==> src/hw/rtl/lphs_pkg.sv <==
package lphs_pkg;

  // Table geometry
  localparam int TABLE_DEPTH = 64;
  localparam int IDX_W       = $clog2(TABLE_DEPTH);
  localparam int CNT_W       = $clog2(TABLE_DEPTH + 1);
  localparam int REM_W       = CNT_W + 1;

  // Field widths
  localparam int ACT_W    = 2;
  localparam int KEY_W    = 31;
  localparam int STATUS_W = 3;
  localparam int SLOT_W   = 6;
  localparam int USED_W   = 7;
  localparam int SIZE_W   = 7;

  // Remainder unit: DIV_BITS dividend bits retired per cycle
  localparam int DIV_BITS  = 2;
  localparam int DIV_STEPS = (KEY_W + DIV_BITS - 1) / DIV_BITS;
  localparam int DSH_W     = DIV_STEPS * DIV_BITS;
  localparam int DCNT_W    = (DIV_STEPS > 1) ? $clog2(DIV_STEPS) : 1;

  localparam logic [SIZE_W-1:0] SIZE_RESET = 7'd64;

  // Request actions
  localparam logic [ACT_W-1:0] ACT_INSERT = 2'd0;
  localparam logic [ACT_W-1:0] ACT_SEARCH = 2'd1;
  localparam logic [ACT_W-1:0] ACT_CLEAR  = 2'd2;

  // Result status codes
  localparam logic [STATUS_W-1:0] ST_INSERTED  = 3'd0;
  localparam logic [STATUS_W-1:0] ST_FULL      = 3'd1;
  localparam logic [STATUS_W-1:0] ST_FOUND     = 3'd2;
  localparam logic [STATUS_W-1:0] ST_NOT_FOUND = 3'd3;
  localparam logic [STATUS_W-1:0] ST_CLEARED   = 3'd4;

  typedef enum logic [2:0] {
    S_IDLE,
    S_DIV,
    S_INSERT,
    S_SEARCH,
    S_PUSH
  } ctrl_state_t;

  // Controller to datapath
  typedef struct packed {
    logic start;
    logic clear;
    logic misc;
    logic div_step;
    logic ins_step;
    logic srch_step;
    logic push;
  } dp_cmd_t;

  // Datapath to controller
  typedef struct packed {
    logic div_last;
    logic ins_done;
    logic srch_done;
    logic out_busy;
  } dp_sts_t;

endpackage

==> src/hw/rtl/lphs_req_if.sv <==
interface lphs_req_if;
  logic                         valid;
  logic                         ready;
  logic [lphs_pkg::ACT_W-1:0]   action;
  logic [lphs_pkg::KEY_W-1:0]   key_value;

  modport source (output valid, action, key_value, input ready);
  modport sink   (input valid, action, key_value, output ready);
endinterface

==> src/hw/rtl/lphs_rsp_if.sv <==
interface lphs_rsp_if;
  logic                          valid;
  logic                          ready;
  logic [lphs_pkg::STATUS_W-1:0] status;
  logic [lphs_pkg::SLOT_W-1:0]   slot_index;
  logic [lphs_pkg::USED_W-1:0]   entries_used;

  modport source (output valid, status, slot_index, entries_used, input ready);
  modport sink   (input valid, status, slot_index, entries_used, output ready);
endinterface

==> src/hw/rtl/lphs_ctrl.sv <==
module lphs_ctrl (
  input  logic                       clk,
  input  logic                       rst,
  input  logic                       req_valid,
  input  logic [lphs_pkg::ACT_W-1:0] req_action,
  output logic                       req_ready,
  input  lphs_pkg::dp_sts_t          sts,
  output lphs_pkg::dp_cmd_t          cmd
);

  lphs_pkg::ctrl_state_t state, state_next;
  logic                  is_insert;
  logic                  accept;

  assign accept = req_valid && (state == lphs_pkg::S_IDLE);

  // State register
  always_ff @(posedge clk) begin
    if (rst) begin
      state <= lphs_pkg::S_IDLE;
    end else begin
      state <= state_next;
    end
  end

  // Remember which probe kind follows the remainder
  always_ff @(posedge clk) begin
    if (rst) begin
      is_insert <= 1'b0;
    end else if (accept) begin
      is_insert <= (req_action == lphs_pkg::ACT_INSERT);
    end
  end

  // Next state
  always_comb begin
    state_next = state;
    unique case (state)
      lphs_pkg::S_IDLE: begin
        if (accept) begin
          case (req_action) inside
            lphs_pkg::ACT_INSERT, lphs_pkg::ACT_SEARCH: state_next = lphs_pkg::S_DIV;
            default:                                   state_next = lphs_pkg::S_PUSH;
          endcase
        end
      end
      lphs_pkg::S_DIV: begin
        if (sts.div_last) begin
          state_next = is_insert ? lphs_pkg::S_INSERT : lphs_pkg::S_SEARCH;
        end
      end
      lphs_pkg::S_INSERT: begin
        if (sts.ins_done) state_next = lphs_pkg::S_PUSH;
      end
      lphs_pkg::S_SEARCH: begin
        if (sts.srch_done) state_next = lphs_pkg::S_PUSH;
      end
      lphs_pkg::S_PUSH: begin
        if (!sts.out_busy) state_next = lphs_pkg::S_IDLE;
      end
      default: state_next = lphs_pkg::S_IDLE;
    endcase
  end

  // Outputs
  always_comb begin
    req_ready     = (state == lphs_pkg::S_IDLE);
    cmd           = '0;
    cmd.start     = accept;
    cmd.clear     = accept && (req_action == lphs_pkg::ACT_CLEAR);
    cmd.misc      = accept && !(req_action == lphs_pkg::ACT_INSERT ||
                                req_action == lphs_pkg::ACT_SEARCH ||
                                req_action == lphs_pkg::ACT_CLEAR);
    cmd.div_step  = (state == lphs_pkg::S_DIV);
    cmd.ins_step  = (state == lphs_pkg::S_INSERT);
    cmd.srch_step = (state == lphs_pkg::S_SEARCH);
    cmd.push      = (state == lphs_pkg::S_PUSH) && !sts.out_busy;
  end

endmodule

==> src/hw/rtl/lphs_dp.sv <==
module lphs_dp (
  input  logic                          clk,
  input  logic                          rst,
  input  logic                          cfg_we,
  input  logic [lphs_pkg::SIZE_W-1:0]   cfg_data,
  input  logic [lphs_pkg::KEY_W-1:0]    key_value,
  input  lphs_pkg::dp_cmd_t             cmd,
  output lphs_pkg::dp_sts_t             sts,
  input  logic                          out_ready,
  output logic                          out_valid,
  output logic [lphs_pkg::STATUS_W-1:0] out_status,
  output logic [lphs_pkg::SLOT_W-1:0]   out_slot,
  output logic [lphs_pkg::USED_W-1:0]   out_used
);

  localparam int DEPTH = lphs_pkg::TABLE_DEPTH;
  localparam int IW    = lphs_pkg::IDX_W;
  localparam int CW    = lphs_pkg::CNT_W;
  localparam int RW    = lphs_pkg::REM_W;
  localparam int KW    = lphs_pkg::KEY_W;

  logic [lphs_pkg::SIZE_W-1:0]   size_cfg;
  logic [CW-1:0]                 eff_size;
  logic [CW-1:0]                 size_r;
  logic [KW-1:0]                 key_r;
  logic [lphs_pkg::DSH_W-1:0]    dsh;
  logic [CW-1:0]                 rem;
  logic [CW-1:0]                 rem_new;
  logic [lphs_pkg::DCNT_W-1:0]   dcnt;
  logic [IW-1:0]                 idx;
  logic [IW-1:0]                 idx_wrap;
  logic [CW-1:0]                 idx_inc;
  logic [CW-1:0]                 n;
  logic [IW-1:0]                 idx_q;
  logic                          valid_q;
  logic [KW-1:0]                 key_q;
  logic                          b_live;
  logic [DEPTH-1:0]              slot_valid;
  logic [CW-1:0]                 count;
  logic [lphs_pkg::STATUS_W-1:0] res_status;
  logic [IW-1:0]                 res_slot;
  logic [KW-1:0]                 key_mem [DEPTH];

  logic issue, ins_empty, ins_full, srch_found, srch_miss, do_write;

  // Effective size: zero acts as one, oversize clamps to the depth
  always_comb begin
    if (size_cfg == '0) begin
      eff_size = CW'(1);
    end else if (32'(size_cfg) > 32'(DEPTH)) begin
      eff_size = CW'(DEPTH);
    end else begin
      eff_size = CW'(size_cfg);
    end
  end

  // Remainder step: restoring, DIV_BITS bits per cycle
  always_comb begin
    logic [RW-1:0] r;
    r = RW'(rem);
    for (int b = 0; b < lphs_pkg::DIV_BITS; b++) begin
      r = {r[CW-1:0], dsh[lphs_pkg::DSH_W-1-b]};
      if (r >= RW'(size_r)) r = r - RW'(size_r);
    end
    rem_new = r[CW-1:0];
  end

  // Probe address advance with wrap at the active size
  assign idx_inc  = CW'(idx) + CW'(1);
  assign idx_wrap = (idx_inc == size_r) ? '0 : idx_inc[IW-1:0];

  // Probe status
  assign issue      = (n < size_r);
  assign ins_full   = !issue;
  assign ins_empty  = !slot_valid[idx];
  assign do_write   = cmd.ins_step && !ins_full && ins_empty;
  assign srch_found = b_live && valid_q && (key_q == key_r);
  assign srch_miss  = (b_live && !valid_q) || (!b_live && !issue);

  assign sts.div_last  = (dcnt == lphs_pkg::DCNT_W'(lphs_pkg::DIV_STEPS - 1));
  assign sts.ins_done  = ins_full || ins_empty;
  assign sts.srch_done = srch_found || srch_miss;
  assign sts.out_busy  = out_valid && !out_ready;

  // Size register
  always_ff @(posedge clk) begin
    if (rst) begin
      size_cfg <= lphs_pkg::SIZE_RESET;
    end else if (cfg_we) begin
      size_cfg <= cfg_data;
    end
  end

  // Remainder unit
  always_ff @(posedge clk) begin
    if (cmd.start) begin
      key_r  <= key_value;
      size_r <= eff_size;
      dsh    <= lphs_pkg::DSH_W'(key_value);
      rem    <= '0;
      dcnt   <= '0;
    end else if (cmd.div_step) begin
      dsh  <= dsh << lphs_pkg::DIV_BITS;
      rem  <= rem_new;
      dcnt <= dcnt + 1'b1;
    end
  end

  // Probe pointer and compare stage payload
  always_ff @(posedge clk) begin
    if (cmd.div_step && sts.div_last) begin
      idx <= rem_new[IW-1:0];
      n   <= '0;
    end else if ((cmd.ins_step && !sts.ins_done) || (cmd.srch_step && issue)) begin
      idx <= idx_wrap;
      n   <= n + 1'b1;
    end
    if (cmd.srch_step && issue) begin
      idx_q   <= idx;
      valid_q <= slot_valid[idx];
    end
  end

  // Compare stage occupancy
  always_ff @(posedge clk) begin
    if (rst) begin
      b_live <= 1'b0;
    end else if (cmd.div_step) begin
      b_live <= 1'b0;
    end else if (cmd.srch_step) begin
      b_live <= issue;
    end
  end

  // Key memory: one write port, one registered read port
  always_ff @(posedge clk) begin
    if (do_write) key_mem[idx] <= key_r;
    if (cmd.srch_step && issue) key_q <= key_mem[idx];
  end

  // Slot valid bits and occupancy count
  always_ff @(posedge clk) begin
    if (rst || cmd.clear) begin
      slot_valid <= '0;
      count      <= '0;
    end else if (do_write) begin
      slot_valid[idx] <= 1'b1;
      count           <= count + 1'b1;
    end
  end

  // Pending result
  always_ff @(posedge clk) begin
    if (cmd.clear) begin
      res_status <= lphs_pkg::ST_CLEARED;
      res_slot   <= '0;
    end else if (cmd.misc) begin
      res_status <= lphs_pkg::ST_NOT_FOUND;
      res_slot   <= '0;
    end else if (cmd.ins_step && ins_full) begin
      res_status <= lphs_pkg::ST_FULL;
      res_slot   <= '0;
    end else if (do_write) begin
      res_status <= lphs_pkg::ST_INSERTED;
      res_slot   <= idx;
    end else if (cmd.srch_step && srch_found) begin
      res_status <= lphs_pkg::ST_FOUND;
      res_slot   <= idx_q;
    end else if (cmd.srch_step && srch_miss) begin
      res_status <= lphs_pkg::ST_NOT_FOUND;
      res_slot   <= '0;
    end
  end

  // Output register
  always_ff @(posedge clk) begin
    if (rst) begin
      out_valid <= 1'b0;
    end else if (cmd.push) begin
      out_valid <= 1'b1;
    end else if (out_ready) begin
      out_valid <= 1'b0;
    end
  end

  always_ff @(posedge clk) begin
    if (cmd.push) begin
      out_status <= res_status;
      out_slot   <= lphs_pkg::SLOT_W'(res_slot);
      out_used   <= lphs_pkg::USED_W'(count);
    end
  end

endmodule

==> src/hw/rtl/linear_probe_hash_set.sv <==
// Open-addressing hash set with linear probing over a table of TABLE_DEPTH
// slots, of which cfg_data (written with cfg_we while idle) selects how many
// are in use; zero acts as one and values above the depth act as the depth.
// Each request inserts, searches or clears, and returns exactly one response
// with a status, a slot and the occupied count. One request is worked at a
// time: insert and search first run the key through the key-modulo unit (two
// dividend bits per cycle), then probe one slot per cycle, search through
// the single registered read port of the key memory. Clear and unused actions
// skip the modulo unit and go straight to the response. The response sits in
// an output register, so the next request is accepted while an earlier
// response still waits to be taken.
module linear_probe_hash_set (
  input  logic                        clk,
  input  logic                        rst,
  input  logic                        cfg_we,
  input  logic [lphs_pkg::SIZE_W-1:0] cfg_data,
  lphs_req_if.sink                    req,
  lphs_rsp_if.source                  rsp
);

  lphs_pkg::dp_cmd_t cmd;
  lphs_pkg::dp_sts_t sts;

  // Sequencer
  lphs_ctrl u_ctrl (
    .clk        (clk),
    .rst        (rst),
    .req_valid  (req.valid),
    .req_action (req.action),
    .req_ready  (req.ready),
    .sts        (sts),
    .cmd        (cmd)
  );

  // Table, remainder unit and response register
  lphs_dp u_dp (
    .clk        (clk),
    .rst        (rst),
    .cfg_we     (cfg_we),
    .cfg_data   (cfg_data),
    .key_value  (req.key_value),
    .cmd        (cmd),
    .sts        (sts),
    .out_ready  (rsp.ready),
    .out_valid  (rsp.valid),
    .out_status (rsp.status),
    .out_slot   (rsp.slot_index),
    .out_used   (rsp.entries_used)
  );

endmodule

==> src/flat_wrapper.sv <==
// flat-port wrapper written by rule: the top's interface ports become plain ports
module linear_probe_hash_set_flat 
  (clk, rst, cfg_we, cfg_data, req_valid, req_action, req_key_value, req_ready, rsp_valid, rsp_status, rsp_slot_index, rsp_entries_used, rsp_ready);
  lphs_req_if req_i ();
  lphs_rsp_if rsp_i ();
  input  logic clk;
  input  logic rst;
  input  logic cfg_we;
  input  logic [lphs_pkg::SIZE_W-1:0] cfg_data;
  input wire logic [$bits(req_i.valid)-1:0] req_valid;
  input wire logic [$bits(req_i.action)-1:0] req_action;
  input wire logic [$bits(req_i.key_value)-1:0] req_key_value;
  output wire logic [$bits(req_i.ready)-1:0] req_ready;
  output wire logic [$bits(rsp_i.valid)-1:0] rsp_valid;
  output wire logic [$bits(rsp_i.status)-1:0] rsp_status;
  output wire logic [$bits(rsp_i.slot_index)-1:0] rsp_slot_index;
  output wire logic [$bits(rsp_i.entries_used)-1:0] rsp_entries_used;
  input wire logic [$bits(rsp_i.ready)-1:0] rsp_ready;
  assign req_i.valid = req_valid;
  assign req_i.action = req_action;
  assign req_i.key_value = req_key_value;
  assign req_ready = req_i.ready;
  assign rsp_valid = rsp_i.valid;
  assign rsp_status = rsp_i.status;
  assign rsp_slot_index = rsp_i.slot_index;
  assign rsp_entries_used = rsp_i.entries_used;
  assign rsp_i.ready = rsp_ready;
  linear_probe_hash_set u_core (.clk(clk), .rst(rst), .cfg_we(cfg_we), .cfg_data(cfg_data), .req(req_i), .rsp(rsp_i));
endmodule
==> config.mk <==
export PLATFORM = sky130hd
export DESIGN_NAME = linear_probe_hash_set_flat
export DESIGN_NICKNAME = d
export VERILOG_FILES = /design/src/hw/rtl/lphs_pkg.sv /design/src/hw/rtl/lphs_req_if.sv /design/src/hw/rtl/lphs_rsp_if.sv /design/src/hw/rtl/lphs_ctrl.sv /design/src/hw/rtl/lphs_dp.sv /design/src/hw/rtl/linear_probe_hash_set.sv /design/src/flat_wrapper.sv
export SDC_FILE = /design/constraint.sdc
export NUM_CORES = 2
export LEC_CHECK = 0
export BUFFER_PORTS_ARGS = -buffer_cell sky130_fd_sc_hd__buf_2
export CAP_MARGIN = 30
export CELL_PAD_IN_SITES_DETAIL_PLACEMENT = 1
export CELL_PAD_IN_SITES_GLOBAL_PLACEMENT = 2
export CORE_MARGIN = 3
export CORE_UTILIZATION = 30
export DETAILED_ROUTE_END_ITERATION = 12
export PLACE_DENSITY_LB_ADDON = 0.1
export SLEW_MARGIN = 20
export SYNTH_ARGS = -nofsm -noshare
export SYNTH_HDL_FRONTEND = slang
export SYNTH_SLANG_ARGS = --single-unit
==> constraint.sdc <==
create_clock -name clk -period 6.45 [get_ports clk]
set_input_delay 1.29 -clock clk [delete_from_list [all_inputs] [get_ports clk]]
set_output_delay 1.29 -clock clk [all_outputs]
set_load 0.01 [all_outputs]
# Word-level counts from Yosys, hierarchy flattened
# Memory sizes are Yosys's and may differ from the RTL's. A register that Yosys moved wholly into a read port is not among the register bits.
# Cells that the tools add are included.
totals:
  regBits: 210
  mem_bits_rw: 1984
  input_bits: 45
  out_inout_bits: 18
  elab_cells: 129
  n_memories: 1
classes:
  add_sub_neg: 6
  magnitude_cmp: 6
  n_eq_ne: 14
  muxes: 32
  bitwise_logic: 1
  n_reduce_logical: 46
memory_table:
  columns: ["memory", "words", "width", "read_ports", "rd_clocked_by_memory_dff", "wr", "line_no", "source"]
  rows:
  - ["u_core.u_dp.key_mem", 64, 31, 1, 1, 1, "lphs_dp.sv:42", "logic [KW-1:0] key_mem [DEPTH];"]
op_table:
  columns: ["operator", "n"]
  rows:
  - ["$or A64 B64 Y64", 1]
  - ["$mux W31", 2]
  - ["$mux W6", 6]
  - ["$mux W3", 11]
  - ["$eq A31 B31 Y1", 1]
  - ["$mux W7", 3]
  - ["$logic_and A1 B1 Y1", 18]
  - ["$ge A8 B7 Y1", 2]
  - ["$pmux W3 S5", 1]
  - ["$add A7 B1 Y7 const B", 2]
  - ["$sub A7 B7 Y7", 2]
  - ["$logic_not A1 Y1", 8]
  - ["$ne A2 B1 Y1 const B", 4]
  - ["$add A6 B1 Y7 const B", 1]
  - ["$eq A7 B7 Y1", 1]
  - ["$gt A7 B7 Y1 const B", 1]
  - ["$logic_not A7 Y1", 1]
  - ["$logic_or A1 B1 Y1", 7]
  - ["$lt A6 B7 Y1 const B", 1]
  - ["$lt A7 B7 Y1", 1]
  - ["$mux W1", 7]
  - ["$bmux W1 S6", 1]
  - ["$demux W1 S6", 1]
  - ["$eq A3 B2 Y1 const B", 2]
  - ["16 further kinds", 20]

# Logic depth before layout (Yosys ltp)
logic_depth:
  ltp_word: 10
  mapped_depth: 20
  mapped_depth_nobuf: 19

# Modules after synthesis
# From an unflattened synthesis, not the netlist that was laid out.
unflattened:
  cells_unflattened: 4621
  hier_area_um2: 81765.9
by_module_without_submodules:
  columns: ["mod", "n_inst", "cells_per_inst", "area_per_inst_um2", "seq_area_each_um2"]
  rows:
  - ["lphs_dp", 1, 4583, 81450.6, 65612.9]
  - ["lphs_ctrl", 1, 38, 315.3, 80.1]

# Least setup slack after synthesis
# No wires, ideal clock.
synth_path:
  kind: "register to register"
  startpoint: "register u_core.u_dp.size_r[1]"
  endpoint: "register u_core.u_dp.n[6]"
  setup_time_ns: 0.070
  arrival_ns: 5.631
  t_required_ns: 6.380
  slack_ns: 0.749
  path_stages_with_launch: 10
  path_buffers: 0
  period_less_slack_ns: 5.701
  cell_sequence: "edfxtp_1 -> inv_1 -> ha_1 -> a21o_1 -> a21oi_1 -> o21ai_0 -> a211oi_1 -> a21oi_1 -> or4_1 -> a21oi_1"
synth_between:
  elab_chain_cells: 6
  word_cells_on_any_way: 7
  classes_between: "1 x order compare; 6 x reduce/logical"
synth_lines:
  columns: ["item", "line_no", "source"]
  rows:
  - ["start: declaration", "lphs_dp.sv:24", "logic [CW-1:0] size_r;"]
  - ["start signal: assignment", "lphs_dp.sv:98", "size_r <= eff_size;"]
  - ["$lt A7 B7 Y1 *", "lphs_dp.sv:73", "assign issue = (n < size_r);"]
  - ["$logic_not A1 Y1", "lphs_dp.sv:74", "assign ins_full = !issue;"]
  - ["$logic_or A1 B1 Y1", "lphs_dp.sv:81", "assign sts.ins_done = ins_full || ins_empty;"]
  - ["$logic_not A1 Y1", "lphs_dp.sv:114", "end else if ((cmd.ins_step && !sts.ins_done) || (cmd.srch_step && issue)) begin"]
  - ["$logic_and A1 B1 Y1", "lphs_dp.sv:114", null]
  - ["$logic_or A1 B1 Y1 *", "lphs_dp.sv:114", null]
  - ["end signal: assignment", "lphs_dp.sv:116", "n <= n + 1'b1;"]
  - ["end: declaration", "lphs_dp.sv:33", "logic [CW-1:0] n;"]
# Mark *: on every way between the ends. The rest lies on a longest branch, timed or not.
# A chain may end at the register's enable or synchronous reset.

# Worst setup path in the final report
layout_path:
  startpoint: "register u_core.u_dp.idx[1]"
  endpoint: "memory u_core.u_dp.key_mem[46][0] (netlist name) (enable)"
layout_between:
  elab_chain_cells: 6
layout_lines:
  columns: ["item", "line_no", "source"]
  rows:
  - ["start: declaration", "lphs_dp.sv:30", "logic [IW-1:0] idx;"]
  - ["start signal: assignment", "lphs_dp.sv:112", "idx <= rem_new[IW-1:0];"]
  - ["start signal: assignment", "lphs_dp.sv:115", "idx <= idx_wrap;"]
  - ["$bmux W1 S6", "lphs_dp.sv:75", "assign ins_empty = !slot_valid[idx];"]
  - ["$mux W1 (not written as such)", "lphs_dp.sv:75", null]
  - ["$logic_not A1 Y1", "lphs_dp.sv:75", null]
  - ["$logic_and A1 B1 Y1", "lphs_dp.sv:76", "assign do_write = cmd.ins_step && !ins_full && ins_empty;"]
  - ["$mux W1", "lphs_dp.sv:137", "if (do_write) key_mem[idx] <= key_r;"]
  - ["$mux W1 (not written as such)", "lphs_dp.sv:137", null]
  - ["end: declaration", "lphs_dp.sv:42", null]
# Parallel ways exist; a longest one is shown, timed or not. The select of a mux whose other input is x is not followed.

==> impl_summary.log <==
INFO  metric total_instance_count_after_detailed_placement = 8155
INFO  metric mappedNetlistArea = 0.0812 sq mm
INFO  metric cellInternalPower = 0.0268 W
INFO  metric layout_setup_ws = 1.30 ns
INFO  metric critPathCaptureType = flip-flop
INFO  metric drt-total-wl = 308000 um
INFO  metric hold_buffers = 0
INFO  metric row_count = 190
INFO  metric tritoncts_clock_tree = done
INFO  metric min_period = 5.15 ns
INFO  metric stdcell_area = 0.0956 sq mm
INFO  metric post-cts-setup-buffer-count = 0
INFO  metric worst_pin_slew = 1.07 ns
INFO  metric power.clock.fraction = 37.5%
INFO  metric number_of_detailed_route_iterations_in_the_first_pass = 5
INFO  metric drive_above_1_share = between 10% and 20%
INFO  metric cts-buffers-inserted = 267
INFO  metric path_cells = clkinv_1 > a221oi_1 > o22ai_1 > a32o_2 > nor4_4 > nand2_4 > buf_4 > nor3_2 > buf_4
INFO  metric path_max_fanout = 35
INFO  metric startpoint_type = flip-flop
INFO  metric postSynthNetCount = 4646
INFO  metric worstPathArrival = 5.60 ns
INFO  metric synth_top_family_by_area = compound AO/OA/AOI/OAI gates
INFO  metric chipWidth = 526 um
INFO  metric cts.path.max_buffers = 4
INFO  metric finalSetupViolations = 0
INFO  metric grt_first_pass_wirelength = around 420000 um
INFO  metric unrepaired_setup_endpoints_after_global_routing = false
INFO  metric crit_path_frequent_cell = sky130_fd_sc_hd__buf_4
INFO  metric cts_htree_levels = 5
INFO  metric drt_drc_violations_left = 0
INFO  metric post_synth_inst_count = 4575
INFO  metric dp_hpwl = between 150000 and 200000 um
INFO  metric ctsRootBufferMaster = sky130_fd_sc_hd__clkbuf_16
INFO  metric hold_viol_final = 0
INFO  metric max_freq = between 150 and 200 MHz
INFO  metric relSlewSlack = about 29%
INFO  metric first_iter_violations = about 5400
INFO  metric detailroute.via_count = 47409
INFO  metric crit_path_top_delay_cell = sky130_fd_sc_hd__edfxtp_1
INFO  metric comb_power_share = 15.8%
INFO  metric chipHeight = 526 um
INFO  metric synth_enable_flop_cells = 2113
INFO  metric synth-async-reset-ratio = 0%
INFO  metric wire_per_inst = 35.7 um
INFO  metric global_route.usage.total = 21.7%
INFO  metric detailed_place.area = 0.0875 sq mm
INFO  metric floorplan.core_area = 0.269 sq mm
INFO  metric ioPinCount = 63
INFO  metric initial_utilization = a little under a third
INFO  metric p_leak = 29.5 nW
INFO  metric yosys.cell_types.count = 60
INFO  metric ys_dominant_reg_cell = sky130_fd_sc_hd__edfxtp_1
INFO  metric timing.critical_path.buf_inv = 3
INFO  metric r2r_start = u_core.u_dp.idx[1]
INFO  metric final_max_slew_viol_count = 0
INFO  metric critical_path_class = reg2reg
INFO  metric seq_power_share = 46.7%
INFO  metric grt_start_max_net_pins = 88
INFO  metric run_status = finished clean
INFO  metric ys_seq_elements = 2225
INFO  metric timing.hold.worst.start = u_core.u_dp.res_status[0]
INFO  metric clock_skew = between 0.05 and 0.06 ns
INFO  metric compound_cell_area_share_of_the_yosys_netlist = 13.4%
INFO  metric synth_adder_area_share = less than 1%
INFO  metric cts.clk_slew.worst_paths = ~0.06 ns
INFO  metric final_common_cell = sky130_fd_sc_hd__edfxtp_1
INFO  metric setup-tns-final = 0 ns
INFO  metric cts-resized-gates = 0
INFO  metric worst_hold_path_type = reg2reg
INFO  metric synth_warnings = 0
INFO  metric area_overhead_of_the_layout_relative_to_synthesis = 17.7%
INFO  metric utilization = between 30% and 40%
INFO  metric post_synth.cell_area_avg = 17.8 sq um
INFO  metric cap_viol_max_count = 0
INFO  metric required_worst_endpoint = 6.90 ns
INFO  metric via_count_of_the_first_global_routing_pass = 48312
INFO  metric detailedPlace.worstSlack = 1.20 ns
INFO  metric pwr_density_cell = 393 mW/mm^2
INFO  metric num-nets-final = 4948
INFO  metric cts.sinks = 2225
INFO  metric post_layout_nonfiller_instances = ~8600
INFO  metric critical_path_origin = u_core.u_dp.idx[1]
INFO  metric clock_latency = 0.85 ns
INFO  metric total_switching_power = between 0.01 and 0.015 W
INFO  metric ant_nets = 0
INFO  metric place.port_buffers = 62
INFO  metric simple_gate_share_of_the_synthesized_area = 2.95%
INFO  metric area_enclosed_by_the_die_boundary = 0.277 sq mm
INFO  metric synth.yosys.seq_area_share = 80.9%
INFO  metric grt_antenna_before_repair = 32
INFO  metric critPathTopFamily = simple AND/OR/NAND/NOR gates
INFO  metric drt-vias-per-instance = 5.49
INFO  metric share_of_synthesized_area_spent_on_multiplexers = less than 1%
INFO  metric gp_routability_congestion = 0.794
INFO  metric final.period_utilization = around four fifths
INFO  metric critPathMaxStageDelay = 0.86 ns
INFO  metric mostFrequentLayoutCells = sky130_fd_sc_hd__edfxtp_1 (2113), sky130_fd_sc_hd__a22oi_1 (630), sky130_fd_sc_hd__clkbuf_16 (273)
INFO  metric grt_overflow_total = 0
INFO  metric xor_xnor_cell_area_share_of_the_yosys_netlist = 0.582%
INFO  metric max_rail_drop_vdd = 239 uV
INFO  metric net_switching_share_of_the_total_power = 28.7%
final timing paths:
| path | depth (start not counted) | to | slack, ns |
|---|---|---|---|
| setup / recovery | 9 | u_core.u_dp.key_mem[46][0] | 1.30 |
| setup reg to reg | 9 | u_core.u_dp.key_mem[46][0] | 1.30 |
| hold / removal | 0 | u_core.u_dp.out_status[0] | 0.46 |
| hold reg to reg | 0 | u_core.u_dp.out_status[0] | 0.46 |
routing by layer:
metal,part of all wire [%],track usage [%],vias up
met5,0,0,-
met4,1.6,4.03,0
met2,46,34.3,1421
met1,47,31.8,25852
met3,5.3,3.35,310
li1,-,-,19826
power groups by stage:
stage               registers (W)  clock network, W  logic (W)
floorplan                  0.0181                 0    0.00251
global placement           0.0178                 0    0.00600
detailed placement         0.0178                 0    0.00604
CTS                        0.0175            0.0144    0.00606
global route               0.0175            0.0150    0.00641
finish                     0.0175            0.0141    0.00594
cell type report:
class | instances | area, sq um
Antenna cell | 4 | 10.0
Clock buffer | 343 | 7150
Clock inverter | 125 | 841
Fill cell | 26628 | 173000
Inverter | 26 | 98.8
Multi-Input combinational cell | 2029 | 14700
Sequential cell | 2225 | 65700
Tap cell | 3552 | 4440
Timing Repair Buffer | 328 | 2620
logic make-up after synthesis:
logic type      Yosys count
fa+ha+maj                26
simple gates            481
flops                  2225
xor+xnor                 54
mux                      19
buf+inv                 321
compound gates         1449
state kept, by name, indices dropped and copies added (netlist names), 3 cells and up:
register	cells
u_core.u_dp.key_mem	1984
u_core.u_dp.slot_valid	64
u_core.u_dp.dsh	32
u_core.u_dp.key_q	31
u_core.u_dp.key_r	31
u_core.u_dp.count	7
u_core.u_dp.n	7
u_core.u_dp.out_used	7
u_core.u_dp.rem	7
u_core.u_dp.size_cfg	7
u_core.u_dp.size_r	7
u_core.u_dp.idx	6
u_core.u_dp.idx_q	6
u_core.u_dp.out_slot	6
u_core.u_dp.res_slot	6
u_core.u_dp.dcnt	4
u_core.u_ctrl.state	3
u_core.u_dp.out_status	3
u_core.u_dp.res_status	3
synthesized netlist by cell type (all sizes together) (11+ instances only):
master | n | area [sq um]
o22ai | 11 | 68.8
edfxtp | 2113 | 63500
nor4 | 20 | 140
nor3 | 75 | 375
buf | 85 | 350
xor2 | 13 | 114
inv | 25 | 93.8
nand3 | 61 | 305
a22o | 186 | 1630
nand2 | 146 | 548
a41oi | 15 | 131
xnor2 | 41 | 359
a22oi | 630 | 4730
nor2b | 11 | 68.8
o21a | 65 | 488
ha | 24 | 300
o21ai | 34 | 170
a21oi | 107 | 536
nor2 | 50 | 193
a221oi | 217 | 1910
nand4 | 80 | 500
clkbuf | 210 | 788
a31oi | 146 | 913
mux2i | 18 | 180
dfxtp | 112 | 2240
stage by stage:
step                hold WS, ns  power (W)
global route              0.464     0.0390
CTS                       0.458     0.0380
finish                    0.457     0.0375
global placement          0.444     0.0238
floorplan                 0.408     0.0206
detailed placement        0.432     0.0238
No activity file was read; power rests on OpenSTA's default activity.
